`src/rtl/core/hmf_pkg.sv`:
```
// hmf_pkg: shared types, constants and helpers for the http1 message framer
// no dependencies
package hmf_pkg;

    localparam int COUNT_WIDTH = 40;
    localparam logic [COUNT_WIDTH-1:0] CNT_MAX = {COUNT_WIDTH{1'b1}};

    localparam logic [7:0] CH_CR = 8'd13;
    localparam logic [7:0] CH_LF = 8'd10;
    localparam logic [7:0] CH_SP = 8'd32;

    typedef enum logic [3:0] {
        PH_SKIP   = 4'd0,
        PH_START  = 4'd1,
        PH_HBEGIN = 4'd2,
        PH_HNAME  = 4'd3,
        PH_HCOLON = 4'd4,
        PH_HVALUE = 4'd5,
        PH_BODY   = 4'd6,
        PH_CSIZE  = 4'd7,
        PH_CDATA  = 4'd8,
        PH_CDEND  = 4'd9,
        PH_CTAIL  = 4'd10,
        PH_IGNORE = 4'd11
    } t_phase;

    localparam logic [3:0] K_SKIP   = 4'd0;
    localparam logic [3:0] K_FIRST  = 4'd1;
    localparam logic [3:0] K_SECOND = 4'd2;
    localparam logic [3:0] K_QUERY  = 4'd3;
    localparam logic [3:0] K_THIRD  = 4'd4;
    localparam logic [3:0] K_HNAME  = 4'd5;
    localparam logic [3:0] K_HVALUE = 4'd6;
    localparam logic [3:0] K_BODY   = 4'd7;
    localparam logic [3:0] K_CHUNK  = 4'd8;

    localparam logic [4:0] LEN_CL = 5'd14;
    localparam logic [4:0] LEN_TE = 5'd17;
    localparam logic [4:0] LEN_TR = 5'd7;

    typedef struct packed {
        logic [3:0]  kind;
        logic [7:0]  out_byte;
        logic        is_response;
        logic [9:0]  status_code;
        logic [39:0] body_count;
        logic        message_done;
        logic        error_flag;
    } t_result;

    function automatic logic [7:0] to_lower(input logic [7:0] b);
        return (b >= "A" && b <= "Z") ? b + 8'd32 : b;
    endfunction

    function automatic logic is_digit(input logic [7:0] b);
        return b >= "0" && b <= "9";
    endfunction

    function automatic logic is_blank(input logic [7:0] b);
        return b == CH_SP || b == 8'd9 || b == 8'd11 || b == 8'd12;
    endfunction

    // 16 means not a hex digit
    function automatic logic [4:0] hex_value(input logic [7:0] b);
        logic [7:0] l;
        l = to_lower(b);
        if (is_digit(b)) return {1'b0, b[3:0]};
        if (l >= "a" && l <= "f") return 5'(l - "a" + 8'd10);
        return 5'd16;
    endfunction

    function automatic logic [7:0] name_char(input logic [1:0] c, input logic [4:0] p);
        logic [7:0] r;
        r = 8'd0;
        unique case (c)
            2'd0: unique case (p)
                5'd0: r = "c"; 5'd1: r = "o"; 5'd2: r = "n"; 5'd3: r = "t";
                5'd4: r = "e"; 5'd5: r = "n"; 5'd6: r = "t"; 5'd7: r = "-";
                5'd8: r = "l"; 5'd9: r = "e"; 5'd10: r = "n"; 5'd11: r = "g";
                5'd12: r = "t"; 5'd13: r = "h";
                default: r = 8'd0;
            endcase
            2'd1: unique case (p)
                5'd0: r = "t"; 5'd1: r = "r"; 5'd2: r = "a"; 5'd3: r = "n";
                5'd4: r = "s"; 5'd5: r = "f"; 5'd6: r = "e"; 5'd7: r = "r";
                5'd8: r = "-"; 5'd9: r = "e"; 5'd10: r = "n"; 5'd11: r = "c";
                5'd12: r = "o"; 5'd13: r = "d"; 5'd14: r = "i"; 5'd15: r = "n";
                5'd16: r = "g";
                default: r = 8'd0;
            endcase
            2'd2: unique case (p)
                5'd0: r = "t"; 5'd1: r = "r"; 5'd2: r = "a"; 5'd3: r = "i";
                5'd4: r = "l"; 5'd5: r = "e"; 5'd6: r = "r";
                default: r = 8'd0;
            endcase
            default: r = 8'd0;
        endcase
        return r;
    endfunction

    function automatic logic [7:0] chunked_char(input logic [3:0] i);
        logic [7:0] r;
        unique case (i)
            4'd0: r = "c"; 4'd1: r = "h"; 4'd2: r = "u"; 4'd3: r = "n";
            4'd4: r = "k"; 4'd5: r = "e"; 4'd6: r = "d";
            default: r = 8'd0;
        endcase
        return r;
    endfunction

    function automatic logic [7:0] http_char(input logic [3:0] i);
        logic [7:0] r;
        unique case (i)
            4'd0: r = "H"; 4'd1: r = "T"; 4'd2: r = "T"; 4'd3: r = "P";
            default: r = 8'd0;
        endcase
        return r;
    endfunction

endpackage

```
`src/rtl/core/hmf_mul_acc.sv`:
```
// hmf_mul_acc: saturating decimal or hex digit accumulate for counters
// depends on hmf_pkg
module hmf_mul_acc (
    input  logic [hmf_pkg::COUNT_WIDTH-1:0] i_acc,
    input  logic                            i_hex,
    input  logic [3:0]                      i_digit,
    output logic [hmf_pkg::COUNT_WIDTH-1:0] o_acc
);
    localparam int W = hmf_pkg::COUNT_WIDTH;
    logic [W+4:0] prod;
    always_comb begin
        // times 10 is x8 + x2, times 16 a shift
        if (i_hex) prod = {1'b0, i_acc, 4'b0} + (W+5)'(i_digit);
        else prod = {2'b0, i_acc, 3'b0} + {4'b0, i_acc, 1'b0} + (W+5)'(i_digit);
        o_acc = (prod[W+4:W] != '0) ? hmf_pkg::CNT_MAX : prod[W-1:0];
    end
endmodule

```
`src/rtl/core/hmf_parser.sv`:
```
// hmf_parser: per-byte parse state and result computation
// depends on hmf_pkg, hmf_mul_acc
module hmf_parser (
    input  logic                i_clk,
    input  logic                i_rst_n,
    input  logic                i_step,
    input  logic [7:0]          i_byte,
    input  logic                i_lower,
    output hmf_pkg::t_result    o_res
);
    localparam int W = hmf_pkg::COUNT_WIDTH;

    hmf_pkg::t_phase r_phase, n_phase;
    logic [1:0] r_sfield, n_sfield;
    logic [4:0] r_lpos, n_lpos;
    logic r_resp, n_resp, r_chk, n_chk, r_trl, n_trl;
    logic [W-1:0] r_target, n_target, r_seen, n_seen, r_left, n_left;
    logic [2:0] r_nm, n_nm;
    logic [3:0] r_vm, n_vm;
    logic [9:0] r_stat, n_stat;

    logic [W-1:0] acc_in, acc_out;
    logic acc_hex;
    logic [3:0] acc_d;
    logic [4:0] hv;
    logic [7:0] lb;
    logic [13:0] stat_x;
    logic [W-1:0] seen_inc;
    logic [2:0] nm_t;
    logic done, err;
    hmf_pkg::t_result res;

    hmf_mul_acc u_acc (.i_acc(acc_in), .i_hex(acc_hex), .i_digit(acc_d), .o_acc(acc_out));

    always_comb begin
        lb = hmf_pkg::to_lower(i_byte);
        hv = hmf_pkg::hex_value(i_byte);
        seen_inc = (r_seen != hmf_pkg::CNT_MAX) ? r_seen + 1'b1 : r_seen;
        stat_x = {r_stat, 3'b0} + {r_stat, 1'b0} + 14'(i_byte[3:0]);
        acc_hex = (r_phase == hmf_pkg::PH_CSIZE);
        acc_in = acc_hex ? r_left : r_target;
        acc_d = acc_hex ? hv[3:0] : i_byte[3:0];
    end

    always_comb begin
        n_phase = r_phase; n_sfield = r_sfield; n_lpos = r_lpos; n_resp = r_resp;
        n_chk = r_chk; n_trl = r_trl; n_target = r_target; n_seen = r_seen;
        n_left = r_left; n_nm = r_nm; n_vm = r_vm; n_stat = r_stat;
        nm_t = r_nm;
        done = 1'b0; err = 1'b0;
        res.kind = hmf_pkg::K_SKIP;
        res.out_byte = i_byte;
        unique case (r_phase)
            hmf_pkg::PH_SKIP: begin
                if (i_byte == hmf_pkg::CH_CR || i_byte == hmf_pkg::CH_LF ||
                    i_byte == hmf_pkg::CH_SP || i_byte == 8'd0) begin
                end else if (lb >= "a" && lb <= "z") begin
                    n_phase = hmf_pkg::PH_START; n_sfield = 2'd0;
                    res.kind = hmf_pkg::K_FIRST;
                    n_vm = (i_byte == "H") ? 4'd1 : 4'd15;
                end else begin
                    n_phase = hmf_pkg::PH_IGNORE;
                end
            end
            hmf_pkg::PH_START: begin
                if (i_byte == hmf_pkg::CH_LF) begin
                    if (r_sfield == 2'd3 && (r_resp || r_lpos >= 5'd8)) begin
                        n_phase = hmf_pkg::PH_HBEGIN; n_lpos = '0; n_nm = 3'd7; n_vm = '0;
                    end else err = 1'b1;
                end else if (i_byte == hmf_pkg::CH_CR) begin
                end else if (r_sfield == 2'd0) begin
                    if (i_byte == hmf_pkg::CH_SP) begin
                        n_sfield = 2'd1; n_vm = '0; n_lpos = '0;
                    end else begin
                        res.kind = hmf_pkg::K_FIRST;
                        if (r_vm < 4'd4) begin
                            if (i_byte == hmf_pkg::http_char(r_vm)) begin
                                n_vm = r_vm + 4'd1;
                                if (r_vm == 4'd3) n_resp = 1'b1;
                            end else n_vm = 4'd15;
                        end
                    end
                end else if (r_sfield == 2'd1) begin
                    if (i_byte == hmf_pkg::CH_SP) begin
                        n_sfield = 2'd3; n_lpos = '0;
                    end else if (!r_resp && i_byte == "?") n_sfield = 2'd2;
                    else begin
                        res.kind = hmf_pkg::K_SECOND;
                        if (r_resp) begin
                            if (r_vm == 4'd0 && hmf_pkg::is_digit(i_byte))
                                n_stat = (stat_x > 14'd999) ? 10'd999 : stat_x[9:0];
                            else n_vm = 4'd1;
                        end
                    end
                end else if (r_sfield == 2'd2) begin
                    if (i_byte == hmf_pkg::CH_SP) begin
                        n_sfield = 2'd3; n_lpos = '0;
                    end else res.kind = hmf_pkg::K_QUERY;
                end else begin
                    res.kind = hmf_pkg::K_THIRD;
                    if (r_lpos < 5'd31) n_lpos = r_lpos + 5'd1;
                end
            end
            hmf_pkg::PH_IGNORE: begin
                if (i_byte == hmf_pkg::CH_LF) begin
                    n_phase = hmf_pkg::PH_HBEGIN; n_lpos = '0; n_nm = 3'd7; n_vm = '0;
                end
            end
            hmf_pkg::PH_HBEGIN, hmf_pkg::PH_HNAME: begin
                if (i_byte == hmf_pkg::CH_LF) begin
                    if (r_phase == hmf_pkg::PH_HBEGIN) begin
                        if (r_target > r_seen) n_phase = hmf_pkg::PH_BODY;
                        else if (r_chk && r_target == '0) begin
                            n_phase = hmf_pkg::PH_CSIZE; n_lpos = '0; n_vm = '0;
                            n_left = '0;
                        end else done = 1'b1;
                    end else err = 1'b1;
                end else if (i_byte == hmf_pkg::CH_CR) begin
                end else if (i_byte == ":") begin
                    nm_t[0] = r_nm[0] && r_lpos == hmf_pkg::LEN_CL;
                    nm_t[1] = r_nm[1] && r_lpos == hmf_pkg::LEN_TE;
                    nm_t[2] = r_nm[2] && r_lpos == hmf_pkg::LEN_TR;
                    n_nm = nm_t;
                    if (nm_t[0]) n_target = '0;
                    if (nm_t[2]) begin n_chk = 1'b1; n_trl = 1'b1; end
                    n_vm = '0;
                    n_phase = hmf_pkg::PH_HCOLON;
                end else begin
                    res.kind = hmf_pkg::K_HNAME;
                    res.out_byte = i_lower ? lb : i_byte;
                    nm_t[0] = r_nm[0] && r_lpos < hmf_pkg::LEN_CL &&
                              lb == hmf_pkg::name_char(2'd0, r_lpos);
                    nm_t[1] = r_nm[1] && r_lpos < hmf_pkg::LEN_TE &&
                              lb == hmf_pkg::name_char(2'd1, r_lpos);
                    nm_t[2] = r_nm[2] && r_lpos < hmf_pkg::LEN_TR &&
                              lb == hmf_pkg::name_char(2'd2, r_lpos);
                    n_nm = nm_t;
                    if (r_lpos < 5'd31) n_lpos = r_lpos + 5'd1;
                    n_phase = hmf_pkg::PH_HNAME;
                end
            end
            hmf_pkg::PH_HCOLON, hmf_pkg::PH_HVALUE: begin
                if (i_byte == hmf_pkg::CH_LF) begin
                    n_phase = hmf_pkg::PH_HBEGIN; n_lpos = '0; n_nm = 3'd7; n_vm = '0;
                end else if (i_byte == hmf_pkg::CH_CR) begin
                end else if (r_phase == hmf_pkg::PH_HCOLON && i_byte == hmf_pkg::CH_SP) begin
                    n_phase = hmf_pkg::PH_HVALUE;
                end else begin
                    res.kind = hmf_pkg::K_HVALUE;
                    n_phase = hmf_pkg::PH_HVALUE;
                    if (r_nm[0]) begin
                        if (r_vm == 4'd0 && hmf_pkg::is_blank(i_byte)) begin
                        end else if (r_vm == 4'd0 && i_byte == "+") n_vm = 4'd3;
                        else if (r_vm != 4'd2 && hmf_pkg::is_digit(i_byte)) begin
                            n_target = acc_out; n_vm = 4'd1;
                        end else n_vm = 4'd2;
                    end else if (r_nm[1]) begin
                        if (r_vm < 4'd7) begin
                            if (i_byte == hmf_pkg::chunked_char(r_vm)) begin
                                n_vm = r_vm + 4'd1;
                                if (r_vm == 4'd6) n_chk = 1'b1;
                            end else n_vm = 4'd15;
                        end
                    end
                end
            end
            hmf_pkg::PH_BODY: begin
                res.kind = hmf_pkg::K_BODY;
                n_seen = seen_inc;
                if (seen_inc >= r_target) done = 1'b1;
            end
            hmf_pkg::PH_CSIZE: begin
                res.kind = hmf_pkg::K_CHUNK;
                if (i_byte == hmf_pkg::CH_LF) begin
                    if (r_lpos == '0) begin
                    end else if (r_left == '0) begin
                        n_target = r_seen; n_chk = 1'b0;
                        if (r_trl) begin
                            n_trl = 1'b0; n_phase = hmf_pkg::PH_HBEGIN; n_lpos = '0;
                            n_nm = 3'd7; n_vm = '0;
                        end else n_phase = hmf_pkg::PH_CTAIL;
                    end else n_phase = hmf_pkg::PH_CDATA;
                end else if (i_byte != hmf_pkg::CH_CR) begin
                    n_lpos = 5'd1;
                    // leading sign and 0x prefix handled before the digit path
                    if (r_vm == 4'd0 && hmf_pkg::is_blank(i_byte)) begin
                    end else if (r_vm == 4'd0 && i_byte == "+") n_vm = 4'd1;
                    else if (r_vm == 4'd0 && i_byte == "-") err = 1'b1;
                    else if ((r_vm == 4'd0 || r_vm == 4'd1) && i_byte == "0") n_vm = 4'd2;
                    else if (r_vm == 4'd2 && (i_byte == "x" || i_byte == "X")) n_vm = 4'd5;
                    else if (r_vm == 4'd4 || r_vm > 4'd5) begin
                    end else if (hv[4] == 1'b0) begin
                        n_left = acc_out; n_vm = 4'd3;
                    end else n_vm = 4'd4;
                end
            end
            hmf_pkg::PH_CDATA: begin
                res.kind = hmf_pkg::K_BODY;
                n_seen = seen_inc;
                if (r_left != '0) n_left = r_left - 1'b1;
                if (r_left <= W'(1)) n_phase = hmf_pkg::PH_CDEND;
            end
            hmf_pkg::PH_CDEND: begin
                res.kind = hmf_pkg::K_CHUNK;
                if (i_byte == hmf_pkg::CH_LF) begin
                    n_phase = hmf_pkg::PH_CSIZE; n_lpos = '0; n_vm = '0; n_left = '0;
                end
            end
            hmf_pkg::PH_CTAIL: begin
                res.kind = hmf_pkg::K_CHUNK;
                if (i_byte == hmf_pkg::CH_LF) done = 1'b1;
            end
            default: n_phase = hmf_pkg::PH_SKIP;
        endcase
        res.is_response = n_resp;
        res.status_code = n_stat;
        res.body_count = 40'(n_seen);
        res.message_done = done;
        res.error_flag = err;
        o_res = res;
    end

    always_ff @(posedge i_clk) begin
        if (!i_rst_n || (i_step && (done || err))) begin
            r_phase <= hmf_pkg::PH_SKIP; r_sfield <= '0; r_lpos <= '0; r_resp <= 1'b0;
            r_chk <= 1'b0; r_trl <= 1'b0; r_target <= '0; r_seen <= '0; r_left <= '0;
            r_nm <= 3'd7; r_vm <= '0; r_stat <= '0;
        end else if (i_step) begin
            r_phase <= n_phase; r_sfield <= n_sfield; r_lpos <= n_lpos; r_resp <= n_resp;
            r_chk <= n_chk; r_trl <= n_trl; r_target <= n_target; r_seen <= n_seen;
            r_left <= n_left; r_nm <= n_nm; r_vm <= n_vm; r_stat <= n_stat;
        end
    end

    a_done_err_excl: assert property (@(posedge i_clk) disable iff (!i_rst_n)
        !(done && err)) else $error("done and error together");
    a_clear_after: assert property (@(posedge i_clk) disable iff (!i_rst_n)
        i_step && (done || err) |=> r_phase == hmf_pkg::PH_SKIP && r_seen == '0)
        else $error("state not cleared after message end");
    a_body_kind: assert property (@(posedge i_clk) disable iff (!i_rst_n)
        r_phase == hmf_pkg::PH_BODY |-> res.kind == hmf_pkg::K_BODY)
        else $error("body byte mistagged");
endmodule

```
`src/rtl/core/http1_message_framer.sv`:
```
// http1_message_framer: top level, input register, parser, output skid stage
// depends on hmf_pkg, hmf_parser
//
// channel  dir  handshake                 payload
// s_axis   in   s_axis_tvalid/tready      tdata: data_byte[7:0]
// m_axis   out  m_axis_tvalid/tready      tdata: kind, out_byte, is_response, ...
// cfg      in   i_cfg_valid/o_cfg_ready   i_cfg_data: lowercase_header_names
//
// one byte per cycle unless stalled; input register, then result or skid register
// parse state updates from the registered byte on each parser step
// reset is synchronous active low and clears all control state
// the input register stalls only when both the result and skid registers are full
module http1_message_framer (
    input  logic        i_clk,
    input  logic        i_rst_n,
    input  logic        s_axis_tvalid,
    output logic        s_axis_tready,
    input  logic [7:0]  s_axis_tdata,   // data_byte[7:0]
    output logic        m_axis_tvalid,
    input  logic        m_axis_tready,
    // kind[3:0], out_byte[11:4], is_response[12], status_code[22:13],
    // body_count[62:23], message_done[63], error_flag[64], zeros[71:65]
    output logic [71:0] m_axis_tdata,
    input  logic        i_cfg_valid,
    output logic        o_cfg_ready,
    input  logic        i_cfg_data
);
    logic r_lower;
    logic r_in_v;
    logic [7:0] r_in_b;
    logic r_out_v, r_skid_v;
    hmf_pkg::t_result r_out, r_skid, res;
    logic step, out_free;

    assign o_cfg_ready = 1'b1;
    always_ff @(posedge i_clk) begin
        if (!i_rst_n) r_lower <= 1'b0;
        else if (i_cfg_valid) r_lower <= i_cfg_data;
    end

    // result slot free when the skid register is empty
    assign out_free = !r_skid_v;
    assign step = r_in_v && out_free;
    assign s_axis_tready = !r_in_v || out_free;

    always_ff @(posedge i_clk) begin
        if (!i_rst_n) r_in_v <= 1'b0;
        else if (s_axis_tready) r_in_v <= s_axis_tvalid;
        if (s_axis_tready && s_axis_tvalid) r_in_b <= s_axis_tdata;
    end

    hmf_parser u_parser (
        .i_clk(i_clk), .i_rst_n(i_rst_n), .i_step(step), .i_byte(r_in_b),
        .i_lower(r_lower), .o_res(res)
    );

    always_ff @(posedge i_clk) begin
        if (!i_rst_n) begin
            r_out_v <= 1'b0; r_skid_v <= 1'b0;
        end else begin
            if (!r_out_v || m_axis_tready) begin
                if (r_skid_v) begin
                    r_out_v <= 1'b1; r_skid_v <= 1'b0;
                end else r_out_v <= step;
            end else if (step) r_skid_v <= 1'b1;
        end
        if (!r_out_v || m_axis_tready) begin
            if (r_skid_v) r_out <= r_skid;
            else if (step) r_out <= res;
        end else if (step) r_skid <= res;
    end

    assign m_axis_tvalid = r_out_v;
    assign m_axis_tdata = {7'd0, r_out.error_flag, r_out.message_done, r_out.body_count,
                           r_out.status_code, r_out.is_response, r_out.out_byte, r_out.kind};

    a_skid_only_when_full: assert property (@(posedge i_clk) disable iff (!i_rst_n)
        r_skid_v |-> r_out_v) else $error("skid holds data with empty output");
    a_no_step_when_skid: assert property (@(posedge i_clk) disable iff (!i_rst_n)
        r_skid_v |-> !step) else $error("overrun of result stage");
    a_out_hold: assert property (@(posedge i_clk) disable iff (!i_rst_n)
        r_out_v && !m_axis_tready |=> r_out_v) else $error("result dropped");
endmodule

```
`config.mk`:
```
export PLATFORM = sky130hd
export DESIGN_NAME = http1_message_framer
export DESIGN_NICKNAME = d
export VERILOG_FILES = /design/src/rtl/core/hmf_pkg.sv /design/src/rtl/core/hmf_mul_acc.sv /design/src/rtl/core/hmf_parser.sv /design/src/rtl/core/http1_message_framer.sv
export SDC_FILE = /design/constraint.sdc
export NUM_CORES = 1
export LEC_CHECK = 0
export ABC_CLOCK_PERIOD_IN_PS = 15400
export CAP_MARGIN = 5
export CELL_PAD_IN_SITES_DETAIL_PLACEMENT = 2
export CELL_PAD_IN_SITES_GLOBAL_PLACEMENT = 2
export CORE_MARGIN = 2
export CORE_UTILIZATION = 30
export DETAILED_ROUTE_END_ITERATION = 10
export DONT_BUFFER_PORTS = 1
export GPL_ROUTABILITY_DRIVEN = 0
export PLACE_DENSITY_LB_ADDON = 0.1
export SYNTH_ARGS = -nofsm -noshare
export SYNTH_HDL_FRONTEND = slang
export SYNTH_SLANG_ARGS = --single-unit
```
`constraint.sdc`:
```
create_clock -name i_clk -period 15.4 [get_ports i_clk]
set_input_delay 1.54 -clock i_clk [delete_from_list [all_inputs] [get_ports i_clk]]
set_output_delay 1.54 -clock i_clk [all_outputs]
set_load 0.01 [all_outputs]
```
* Yosys cells after proc, flatten, opt, wreduce, memory -nomap -nowiden *
Memory sizes are Yosys's and may differ from the RTL's. A register that Yosys moved wholly into a read port is not among the register bits.
Index checks and enable logic that the tools add are counted.

operators by class
  add/sub/neg operators = 12
  magnitude comparators = 19
  eq/ne operators = 129
  multiplexer cells = 262
  bitwise logic cells = 3
  reduce and logical (&&, ||, !) cells = 85

operators by type and width
  operator               count
  $mux 40                33
  $mux 4                 71
  $mux 8                 29
  $pmux 40 s4            1
  $mux 5                 26
  $mux 65                2
  $pmux 40 s3            1
  $mux 10                10
  $add 44x4->45          2
  $logic_not 40->1       2
  $pmux 7 s7             1
  $eq 8x6->1 const B     6
  $ne 2x2->1 const B     24
  $pmux 4 s6             2
  $ne 2x1->1 const B     23
  $mux 45                1
  $add 43x41->44         1
  $mux 1                 44
  $mux 3                 14
  $pmux 7 s6             1
  $add 40x1->40 const B  1
  $eq 8x4->1 const B     5
  $eq 8x8->1             5
  $ge 40x40->1           1
  other kinds (79)       204

word-level totals
  register bits after elaboration = 293
  bits in read-only memories = 336
  input bits = 14
  output and inout port bits = 75
  word-level logic and storage cells = 543
  memories kept = 2

memories
  name              words  bits a word  rd ports  clocked after Yosys merged registers in  write ports  line           RTL
  (name not given)  32     7            1         1                                        0            hmf_pkg.sv:83  2'd1: unique case (p)
  (name not given)  16     7            1         1                                        0            hmf_pkg.sv:76  2'd0: unique case (p)

* Longest topological paths before layout *
Gate-level depths: netlist of the first run.

  depth after elaboration = 24
  gate-level depth with buffers = 25

* Cells and area by module *
Synthesis of the first run repeated with hierarchy kept, for this count alone.

unflattened totals
  cell total of the unflattened synthesis = 2,829
  area total of the unflattened synthesis = 24,150.7 µm²

by module, submodules not included
  module                instances  cells an instance  area each (µm²)
  hmf_parser            1          2,110              14,968.1
  http1_message_framer  1          238                5,512.8
  hmf_mul_acc           1          481                3,669.8

* Worst setup path after synthesis of the first run *
OpenSTA, ideal clock, no wires.

  path type = reg-to-reg
  start point = register r_in_b[0]
  end point = register u_parser.r_target[16]
  setup time = 168 ps
  data arrival time = 6,118 ps
  data required time = 15,232 ps
  slack = 9,114 ps
  cell stages (with the launch flop) = 23
  buffers on the path = 3
  period minus slack after synthesis = 6,286 ps
  cell sequence = edfxtp_1 -> buf_1 -> inv_1 -> ha_1 -> buf_2 -> or4b_1 -> a21o_1 -> and4_1 -> o21ba_2 -> clkbuf_1 -> mux2_2 -> fa_1 -> fa_1 -> a21oi_1 -> o211ai_1 -> a221oi_1 -> nor3_1 -> a211oi_1 -> o31a_1 -> xnor2_1 -> nor2_1 -> a211oi_1 -> a221oi_1

on the way
  word-level cells in the longest chain between the ends = 22

RTL lines
  element                                                 line                        RTL
  start: declaration                                      http1_message_framer.sv:30  logic [7:0] r_in_b;
  start signal: assignment                                http1_message_framer.sv:49  if (s_axis_tready && s_axis_tvalid) r_in_b <= s_axis_tdata;
  branches (longest 22 deep; another with $add 44x4->45)  -
  end signal: assignment                                  hmf_parser.sv:230           r_chk <= n_chk; r_trl <= n_trl; r_target <= n_target; r_seen <= n_seen;
  end: declaration                                        hmf_parser.sv:17            logic [W-1:0] r_target, n_target, r_seen, n_seen, r_left, n_left;

Parallel ways; which one is timed is not known. The select of a mux whose other input is x is not followed.
A chain may end at the register's enable or synchronous reset.

* Final worst setup path of the first run *
  start point = register r_in_b[1]
  end point = register u_parser.r_target[34]

Same word-level chain as after synthesis.

==> results of run 1 <==
how the worst min path moves through the flow:
stage	slack, ps	depth (start not counted)	startpoint	end
6_report	460	1	u_parser.r_nm[1]	u_parser.r_nm[1]
5_1_grt	490	1	u_parser.r_nm[1]	u_parser.r_nm[1]
4_1_cts	470	1	u_parser.r_nm[1]	u_parser.r_nm[1]
3_5_place_dp	460	1	u_parser.r_nm[1]	u_parser.r_nm[1]
3_3_place_gp	440	1	u_parser.r_nm[1]	u_parser.r_nm[1]
2_1_floorplan	420	1	u_parser.r_nm[1]	u_parser.r_nm[1]
metal layers:
layer / global-route usage (%) / vias to the layer above
met1: 31.9 / 11200
li1: - / 10200
met4: 7.68 / 2
met2: 45.8 / 423
met5: 0 / -
met3: 2.91 / 155
Yosys cell counts, types with 8 or more instances:
library cell,number
nand3_1,78
nand3b_1,8
o31ai_1,12
ha_1,203
or4_1,15
a31oi_1,44
mux2i_1,9
o311ai_0,8
nand2b_1,13
o211ai_1,35
or3_1,22
a21oi_1,213
o22ai_1,13
a221oi_1,15
and2_1,17
a311oi_1,15
a2111oi_0,16
edfxtp_1,138
inv_1,126
a22oi_1,31
nor3_1,97
mux2_2,64
clkbuf_1,148
buf_2,14
buf_4,8
o21ai_0,215
or2_2,9
a211oi_1,37
o21bai_1,16
xor2_1,30
nand2_1,268
a21o_1,24
nand4_1,45
and3_1,20
nor2b_1,22
and4_1,9
buf_1,16
nor2_1,248
xnor2_1,152
dfxtp_1,169
nor4_1,50
o41ai_1,10
flip-flops by register name (all words and copies together) (netlist names), named ones only:
register and flops:
r_skid_v 1, u_parser.r_seen 40, m_axis_tdata 65, u_parser.r_phase 4, u_parser.r_stat 10, r_in_v 1
u_parser.r_target 40, u_parser.r_left 40, u_parser.r_trl 1, u_parser.r_chk 1, m_axis_tvalid 1, u_parser.r_lpos 5
r_skid 65, u_parser.r_nm 3, u_parser.r_sfield 2, r_lower 1, u_parser.r_resp 1, u_parser.r_vm 4
r_in_b 8
power breakdown:
group	leakage [nW]	internal [mW]	total, mW	switching (mW)
Combinational	6.10	0.611	1.95	1.34
Clock	0.627	0.549	0.965	0.416
Sequential	2.68	0.937	1.07	0.130
cell type report:
type / instances / area (um2)
diodes: 2 / 5.00
clock buffers: 54 / 1120
clock inverters: 20 / 196
fillers: 8706 / 51600
inverters: 128 / 480
multi-input cells: 2200 / 14600
flip-flops and latches: 307 / 7530
well taps: 1040 / 1300
repair buffers: 49 / 368
metrics by stage:
stage	utilization (%)	power (mW)	std cells	hold WS, ps	area [um2]
global placement	31.4	2.96	3723	441	24300
floorplan	-	2.25	2823	418	23300
global route	33.2	4.24	3798	491	25600
detailed placement	31.4	3.01	3723	456	24300
CTS	33.1	3.99	3797	470	25600
finish	33.2	3.98	3800	462	25600
placed cells by master (no fill, tap or decap), types with 44 or more instances in the layout:
cell type	count
o21ai_0	215
nand2_1	268
ha_1	203
dfxtp_1	168
mux2_2	64
nand3_1	77
buf_4	49
nor2_1	247
inv_1	126
nor3_1	96
edfxtp_1	138
nand4_1	45
a21oi_1	211
a31oi_1	44
xnor2_1	152
nor4_1	50
cell families after synthesis:
kind of cell / count (synthesis) / share of synthesized area [%]
fa+ha+maj: 207 / 11.2
buf+inv: 316 / 5.33
simple gates: 952 / 19.8
mux: 73 / 3.48
compound gates: 778 / 21.0
other cells: 2 / 0.0322
flops: 307 / 32.3
xor+xnor: 182 / 6.84
==> flow_metrics.tcl, run 1 <==
set metrics [dict create \
    status "finished clean" \
    peakVddDrop_mv 0.0903 \
    cts_buffer_depth 3 \
    r2r_setup_slack_ps 6700 \
    cp-startpoint "r_in_b[1]" \
    start_util_pct 30.2 \
    critPathCapture "u_parser.r_target[34]" \
    layout-drive-gt1-share_pct 7.65 \
    start_kind "flop" \
    clkLatencyLatePin_ps 600 \
    hold_buffers 0 \
    dp_hpwl_um 78800 \
    yosys-top-cells-area "edfxtp_1 (18%), dfxtp_1 (15%), ha_1 (11%), xnor2_1 (5.7%), o21ai_0 (4.6%)" \
    cts_resized 0 \
    cts_root_buf "clkbuf_16" \
    max_freq_ghz 0.115 \
    rr_endpoint "u_parser.r_target[34]" \
    grt_max_degree 67 \
    overflow 0 \
    worst-endpoint-required_ps 15780 \
    worst_slack_ps 6700 \
    wirelength_um 102000 \
    drv_cap 0 \
    die_area_mm2 0.0799 \
    grt.total_usage_pct 25.5 \
    synth_edf_count 138 \
    via_per_inst 5.78 \
    dr.pass1.iters 5 \
    drtIter0Drc 1160 \
    ys_seq_area_share_pct 32.3 \
    setup_viol 0 \
    tns_ps 0 \
    r2r_cells 20 \
    post_synth.cell_area_avg_um2 8.27 \
    hold_path_class "flop to flop" \
    pin_count 89 \
    synthCells 2817 \
    synth_top_area_share_pct 17.8 \
    finClkSkew_ps 37.3 \
    grt_pass1_wl_um 155000 \
    clkTransAtPathRegs_ps 60 \
    cp-end-kind "flop" \
    period_minus_slack_ps 8700 \
    met2_length_um 51500 \
    cpMostUsedCell "ha_1" \
    rsz0062_at_grt "no" \
    cts_sinks 307 \
    die_h_um 283 \
    place_ws_ps 6790 \
    powerDensity_mw_per_mm2 156 \
    via_count 22000 \
    synth.cell_area_mm2 0.0233 \
    dr_wl_met3_um 3310 \
    num_rows 102 \
    die_width_um 283 \
    wl_per_cell_um 27.0 \
    worstReg2RegStart "r_in_b[1]" \
    postCtsSetupRepairBufs 0 \
    synth_top_area_cell "edfxtp_1" \
    nets 2948 \
    drv_slew 0 \
    p_leak_nw 9.40 \
    ant_nets 0 \
    grt_pass1_vias 23700 \
    cts_tree "built" \
    hold_violations 0 \
    cts_made_buffers 41 \
    cp.depth 20 \
    max_stage_delay_ps 1040 \
    crit_path_max_fanout 15 \
    worst-setup-path-type "flop to flop" \
    coreArea_mm2 0.0772 \
    drc 0 \
    cp.arrival_ps 9080 \
    htreeDepth 2 \
    async_reset_ff_share_pct 0 \
    yosysUniqueCellTypes 92 \
    cpMaxStageDelayCell "a211oi_1" \
    yosys_warnings 0 \
    cp_top_family "compound AO/OA/AOI/OAI gates" \
    crit_chain "inv_1 > ha_1 > o21bai_1 > a21oi_1 > nor2_1 > a31oi_1 > ha_1 > ha_1 > fa_1 > a21oi_1 > o211ai_1 > a221oi_1 > nor3_1 > a211oi_1 > o31a_1 > xnor2_1 > nor2_1 > buf_4 > a211oi_1 > a221oi_1" \
    ys_seq_elements 307 \
    fin_crit_sh_pct 56.5 \
    portBuffers 0 \
    top_layer "met5" \
    antenna_found_initial 2 \
    cp_num_buf_inv 2 \
    tightest_slew_ps 1240 \
    met1_length_um 44500 \
    syn_to_final_growth_pct 9.92 \
    relSlewSlack_pct 17.1 \
    synth-main-ff-cell "dfxtp_1" \
]
Note: power is estimated with default switching activity, not from simulation.
==> run 2: changes to the inputs <==
--- a/config.mk
+++ b/config.mk
@@ -5,7 +5,7 @@
 export SDC_FILE = /design/constraint.sdc
 export NUM_CORES = 1
 export LEC_CHECK = 0
-export ABC_CLOCK_PERIOD_IN_PS = 15400
+export ABC_CLOCK_PERIOD_IN_PS = 8800
 export CAP_MARGIN = 5
 export CELL_PAD_IN_SITES_DETAIL_PLACEMENT = 2
 export CELL_PAD_IN_SITES_GLOBAL_PLACEMENT = 2
==> constraint.sdc (replaced) <==
create_clock -name i_clk -period 8.8 [get_ports i_clk]
set_input_delay 0.88 -clock i_clk [delete_from_list [all_inputs] [get_ports i_clk]]
set_output_delay 0.88 -clock i_clk [all_outputs]
set_load 0.01 [all_outputs]
==> flow_metrics.tcl, run 2 (same netlist as run 1, synthesis figures left out) <==
set metrics [dict create \
    status "finished clean" \
    grt.total_usage_pct 25.4 \
    die_h_um 283 \
    die_width_um 283 \
    rr_endpoint "u_parser.r_target[27]" \
    wl_per_cell_um 26.9 \
    rsz0062_at_grt "no" \
    final_common_cell "nand2_1" \
    tns_ps 0 \
    worstReg2RegStart "r_in_b[1]" \
    overflow 0 \
    clkLatencyLatePin_ps 600 \
    cts_root_buf "clkbuf_16" \
    r2r_setup_slack_ps 1100 \
    drc 0 \
    cp.arrival_ps 8190 \
    portBuffers 0 \
    finClkSkew_ps 41.1 \
    p_leak_nw 9.47 \
    worst-setup-path-type "flop to flop" \
    peakVddDrop_mv 0.136 \
    htreeDepth 2 \
    period_minus_slack_ps 7700 \
    cp-startpoint "r_in_b[1]" \
    drv_slew 0 \
    relSlewSlack_pct 11.3 \
    final_cell_mix "nand2_1 (268), nor2_1 (247), o21ai_0 (215)" \
    layout-drive-gt1-share_pct 7.75 \
    min-delay-start "s_axis_tdata[0]" \
    antenna_found_initial 1 \
    grt_pass1_vias 23300 \
    dr.pass1.iters 5 \
    grt_max_degree 66 \
    grt_pass1_wl_um 154000 \
    total_power_mw 6.99 \
    ant_nets 0 \
    tightest_slew_ps 1300 \
    hold_violations 0 \
    drv_cap 0 \
    start_util_pct 30.2 \
    crit_path_max_fanout 20 \
    nets 2951 \
    via_per_inst 5.75 \
    cts_resized 0 \
    drtIter0Drc 1238 \
    hold_path_class "input pin to flop" \
    hold_buffers 0 \
    cts_sinks 307 \
    via_count 21800 \
    worst-endpoint-required_ps 9290 \
    wirelength_um 102000 \
    dp_hpwl_um 78900 \
    hold_depth 0 \
    coreArea_mm2 0.0772 \
    fin_crit_sh_pct 87.5 \
    die_area_mm2 0.0799 \
    powerDensity_mw_per_mm2 272 \
    clkTransAtPathRegs_ps 60 \
    pin_count 89 \
    r2r_cells 21 \
    cts_tree "built" \
    start_kind "flop" \
    cts_made_buffers 40 \
    hold_path_end "r_in_b[0]" \
    setup_viol 0 \
    postCtsSetupRepairBufs 0 \
    antenna_cells 0 \
    cp-end-kind "flop" \
    num_rows 102 \
    cts_buffer_depth 3 \
    max_freq_ghz 0.130 \
    syn_to_final_growth_pct 10.5 \
]
==> run 2: cell count changes in the layout (fill, tap and decap cells not counted), moves of 3 or more <==
cell / previous run / this run
buf_12: 0 / 5
clkbuf_8: 2 / 5
inv_6: 3 / 0
clkinvlp_4: 5 / 1
==> run 2: where the power goes <==
part           internal (mW)  switching (mW)  total [mW]
Sequential              1.64           0.216        1.86
Combinational           1.08            2.34        3.42
Clock                   1.01           0.704        1.71
Total                   3.73            3.26        6.99
==> run 2: layout make-up <==
class,count,area [um2]
fillers,8731,51500
multi-input cells,2200,14600
flip-flops and latches,307,7530
well taps,1040,1300
clock buffers,57,1110
inverters,128,480
repair buffers,53,460
clock inverters,16,240
==> run 2: per-layer routing <==
layer | up-vias | wire length, um | track usage, %
li1 | 10200 | - | -
met1 | 11200 | 45400 | 32.5
met2 | 381 | 50300 | 44.5
met3 | 142 | 2940 | 2.43
met4 | 0 | 3610 | 8.87
met5 | - | 0 | 0
==> run 2: worst max path at each step <==
stage	slack [ps]	endpoint	depth (start not counted)
after floorplan	2510	u_parser.r_target[16]	22
after global placement	1340	u_parser.r_target[27]	22
after detailed placement	1210	u_parser.r_target[27]	22
after CTS	1180	u_parser.r_target[27]	22
after global routing	660	u_parser.r_target[2]	21
final	1100	u_parser.r_target[27]	21
==> run 2: through the flow <==
step	util, %	instances	instance area, um2	hold slack (ps)	setup slack [ps]
floorplan	-	2823	23300	418	2510
global placement	31.6	3728	24400	440	1340
detailed placement	31.6	3728	24400	474	1210
CTS	33.3	3801	25700	359	1180
global route	33.3	3801	25700	365	656
finish	33.3	3801	25700	392	1100
==> run 2: critical path, cell delays in order (launching register included) <==
cell and delay (ps):
edfxtp_1 680, inv_1 290, ha_1 380, o21bai_1 120, a21oi_1 770, nor2_1 370
mux2_2 410, fa_1 550, fa_1 480, a21oi_1 270, o211ai_1 230, a221oi_1 330
buf_4 200, nor3_1 60, a211oi_1 590, o31a_1 250, xnor2_1 70, nor2_1 650
buf_4 300, nor2_1 60, buf_4 230, a221oi_1 300
==> run 3: changes to the inputs <==
--- a/config.mk
+++ b/config.mk
@@ -5,7 +5,7 @@
 export SDC_FILE = /design/constraint.sdc
 export NUM_CORES = 1
 export LEC_CHECK = 0
-export ABC_CLOCK_PERIOD_IN_PS = 8800
+export ABC_CLOCK_PERIOD_IN_PS = 8200
 export CAP_MARGIN = 5
 export CELL_PAD_IN_SITES_DETAIL_PLACEMENT = 2
 export CELL_PAD_IN_SITES_GLOBAL_PLACEMENT = 2
==> constraint.sdc (replaced) <==
create_clock -name i_clk -period 8.2 [get_ports i_clk]
set_input_delay 0.82 -clock i_clk [delete_from_list [all_inputs] [get_ports i_clk]]
set_output_delay 0.82 -clock i_clk [all_outputs]
set_load 0.01 [all_outputs]
==> flow_metrics.tcl, run 3 (same netlist as run 1, synthesis figures left out) <==
set metrics [dict create \
    grt_pass1_vias 23500 \
    die_h_um 283 \
    hold_violations 0 \
    cts_resized 0 \
    worst-setup-path-type "flop to flop" \
    r2r_cells 21 \
    drc 0 \
    cp.arrival_ps 7650 \
    combPwrFrac_pct 49.4 \
    drv_cap 0 \
    setup_viol 0 \
    period_minus_slack_ps 7180 \
    hold_depth 0 \
    htreeDepth 2 \
    num_rows 102 \
    cts_sinks 307 \
    nets 2957 \
    final_cell_mix "nand2_1 (268), nor2_1 (247), o21ai_0 (215)" \
    p_leak_nw 9.47 \
    tns_ps 0 \
    relSlewSlack_pct 18.6 \
    start_kind "flop" \
    cp-end-kind "flop" \
    portBuffers 0 \
    layout-drive-gt1-share_pct 7.95 \
    grt_pass1_wl_um 154000 \
    wl_per_cell_um 26.8 \
    rsz0062_at_grt "no" \
    via_per_inst 5.74 \
    final_common_cell "nand2_1" \
    worst-endpoint-required_ps 8670 \
    final_cells 3808 \
    overflow 0 \
    syn_to_final_growth_pct 10.3 \
    wirelength_um 102000 \
    min-delay-start "s_axis_tdata[2]" \
    powerDensity_mw_per_mm2 293 \
    grt.total_usage_pct 25.3 \
    switchingPower_mw 3.54 \
    pwr-share-clk_pct 24.2 \
    multiInputGateArea_mm2 0.0146 \
    cts_root_buf "clkbuf_16" \
    die_width_um 283 \
    worstReg2RegStart "r_in_b[1]" \
    hold_buffers 0 \
    tightest_slew_ps 1220 \
    rr_endpoint "u_parser.r_target[3]" \
    pin_count 89 \
    postCtsSetupRepairBufs 0 \
    cts_buffer_depth 3 \
    hold_path_class "input pin to flop" \
    drtIter0Drc 1017 \
    dr.pass1.iters 4 \
    crit_path_max_fanout 12 \
    dp_hpwl_um 79500 \
    total_power_mw 7.51 \
    drv_slew 0 \
    via_count 21900 \
    numPlacedInstances 3735 \
    intPower_mw 3.98 \
    switching_share_pct 47.1 \
    clkTransAtPathRegs_ps 60 \
    peakVddDrop_mv 0.132 \
    seq_area_mm2 0.00753 \
    cts_made_buffers 39 \
    p_seq_share_pct 26.4 \
    finClkSkew_ps 46.1 \
    start_util_pct 30.2 \
    grt_max_degree 66 \
    status "finished clean" \
    clkLatencyLatePin_ps 600 \
    coreArea_mm2 0.0772 \
    max_freq_ghz 0.139 \
    fin_crit_sh_pct 87.6 \
    hold_path_end "r_in_b[2]" \
    antenna_found_initial 1 \
    fillers 8718 \
    ant_nets 0 \
    cts_tree "built" \
    utilization_pct 33.3 \
    r2r_setup_slack_ps 1020 \
    die_area_mm2 0.0799 \
]
==> run 3: changes by cell type in the layout (fill, tap and decap cells not counted), moves of 2 or more <==
cell      change
clkinv_1      +4
clkinv_4      -2
clkbuf_1      -4
inv_6         +2
buf_4        +12
clkbuf_8      -3
buf_12        -5
==> run 3: layer usage <==
metal / vias up / share of wire [%] / GRT usage, %
met5: - / 0 / 0
met4: 0 / 3.1 / 8.02
met3: 116 / 2.2 / 2.19
met2: 308 / 51 / 46.2
met1: 11300 / 44 / 31.3
li1: 10200 / - / -
==> run 3: final cells by class <==
| type | instances | area share, % |
|---|---|---|
| multi-input cells | 2200 | 56.9 |
| flip-flops and latches | 307 | 29.3 |
| well taps | 1040 | 5.07 |
| clock buffers | 49 | 4.02 |
| inverters | 128 | 1.87 |
| repair buffers | 60 | 1.75 |
| clock inverters | 23 | 1.11 |
| diodes | 1 | 0.00974 |
==> run 3: critical path: stages (launching register included) <==
cell	delay [ps]
edfxtp_1	360
buf_4	200
inv_1	200
ha_1	370
or4b_1	500
a21o_1	230
and4_1	220
o21ba_2	300
mux2_2	320
fa_1	540
ha_1	310
a21oi_1	100
nor3_1	750
o21ai_0	270
a31oi_1	280
o21ai_1	200
or3_1	400
o2111a_1	160
a21oi_2	620
buf_4	300
nor4_1	60
a2111oi_0	380
==> run 3: how the worst max path moves through the flow <==
stage / startpoint / to / slack (ps) / cells after the start
after floorplan: r_in_b[0] / u_parser.r_target[16] / 1910 / 22
after global placement: u_parser.r_phase[0] / u_parser.r_target[0] / 1320 / 18
after detailed placement: r_in_b[1] / u_parser.r_target[3] / 1110 / 22
after CTS: r_in_b[1] / u_parser.r_target[3] / 1110 / 22
after global routing: r_in_b[1] / u_parser.r_target[0] / 600 / 21
final: r_in_b[1] / u_parser.r_target[3] / 1020 / 21
==> run 3: stage by stage <==
step                hold WS (ps)  area [um2]  setup WS, ps
global placement             447       24400          1320
CTS                          298       25700          1110
detailed placement           474       24400          1110
floorplan                    418       23300          1910
global route                 309       25700           598
finish                       334       25700          1020
==> run 3: power by group through the flow <==
stage | combinational [mW] | clock [mW] | sequential (mW)
after floorplan | 2.34 | 0 | 1.89
after global placement | 3.56 | 0 | 2.00
after detailed placement | 3.68 | 0 | 2.01
after CTS | 3.71 | 1.87 | 1.98
after global routing | 4.05 | 1.92 | 2.00
final | 3.71 | 1.82 | 1.98
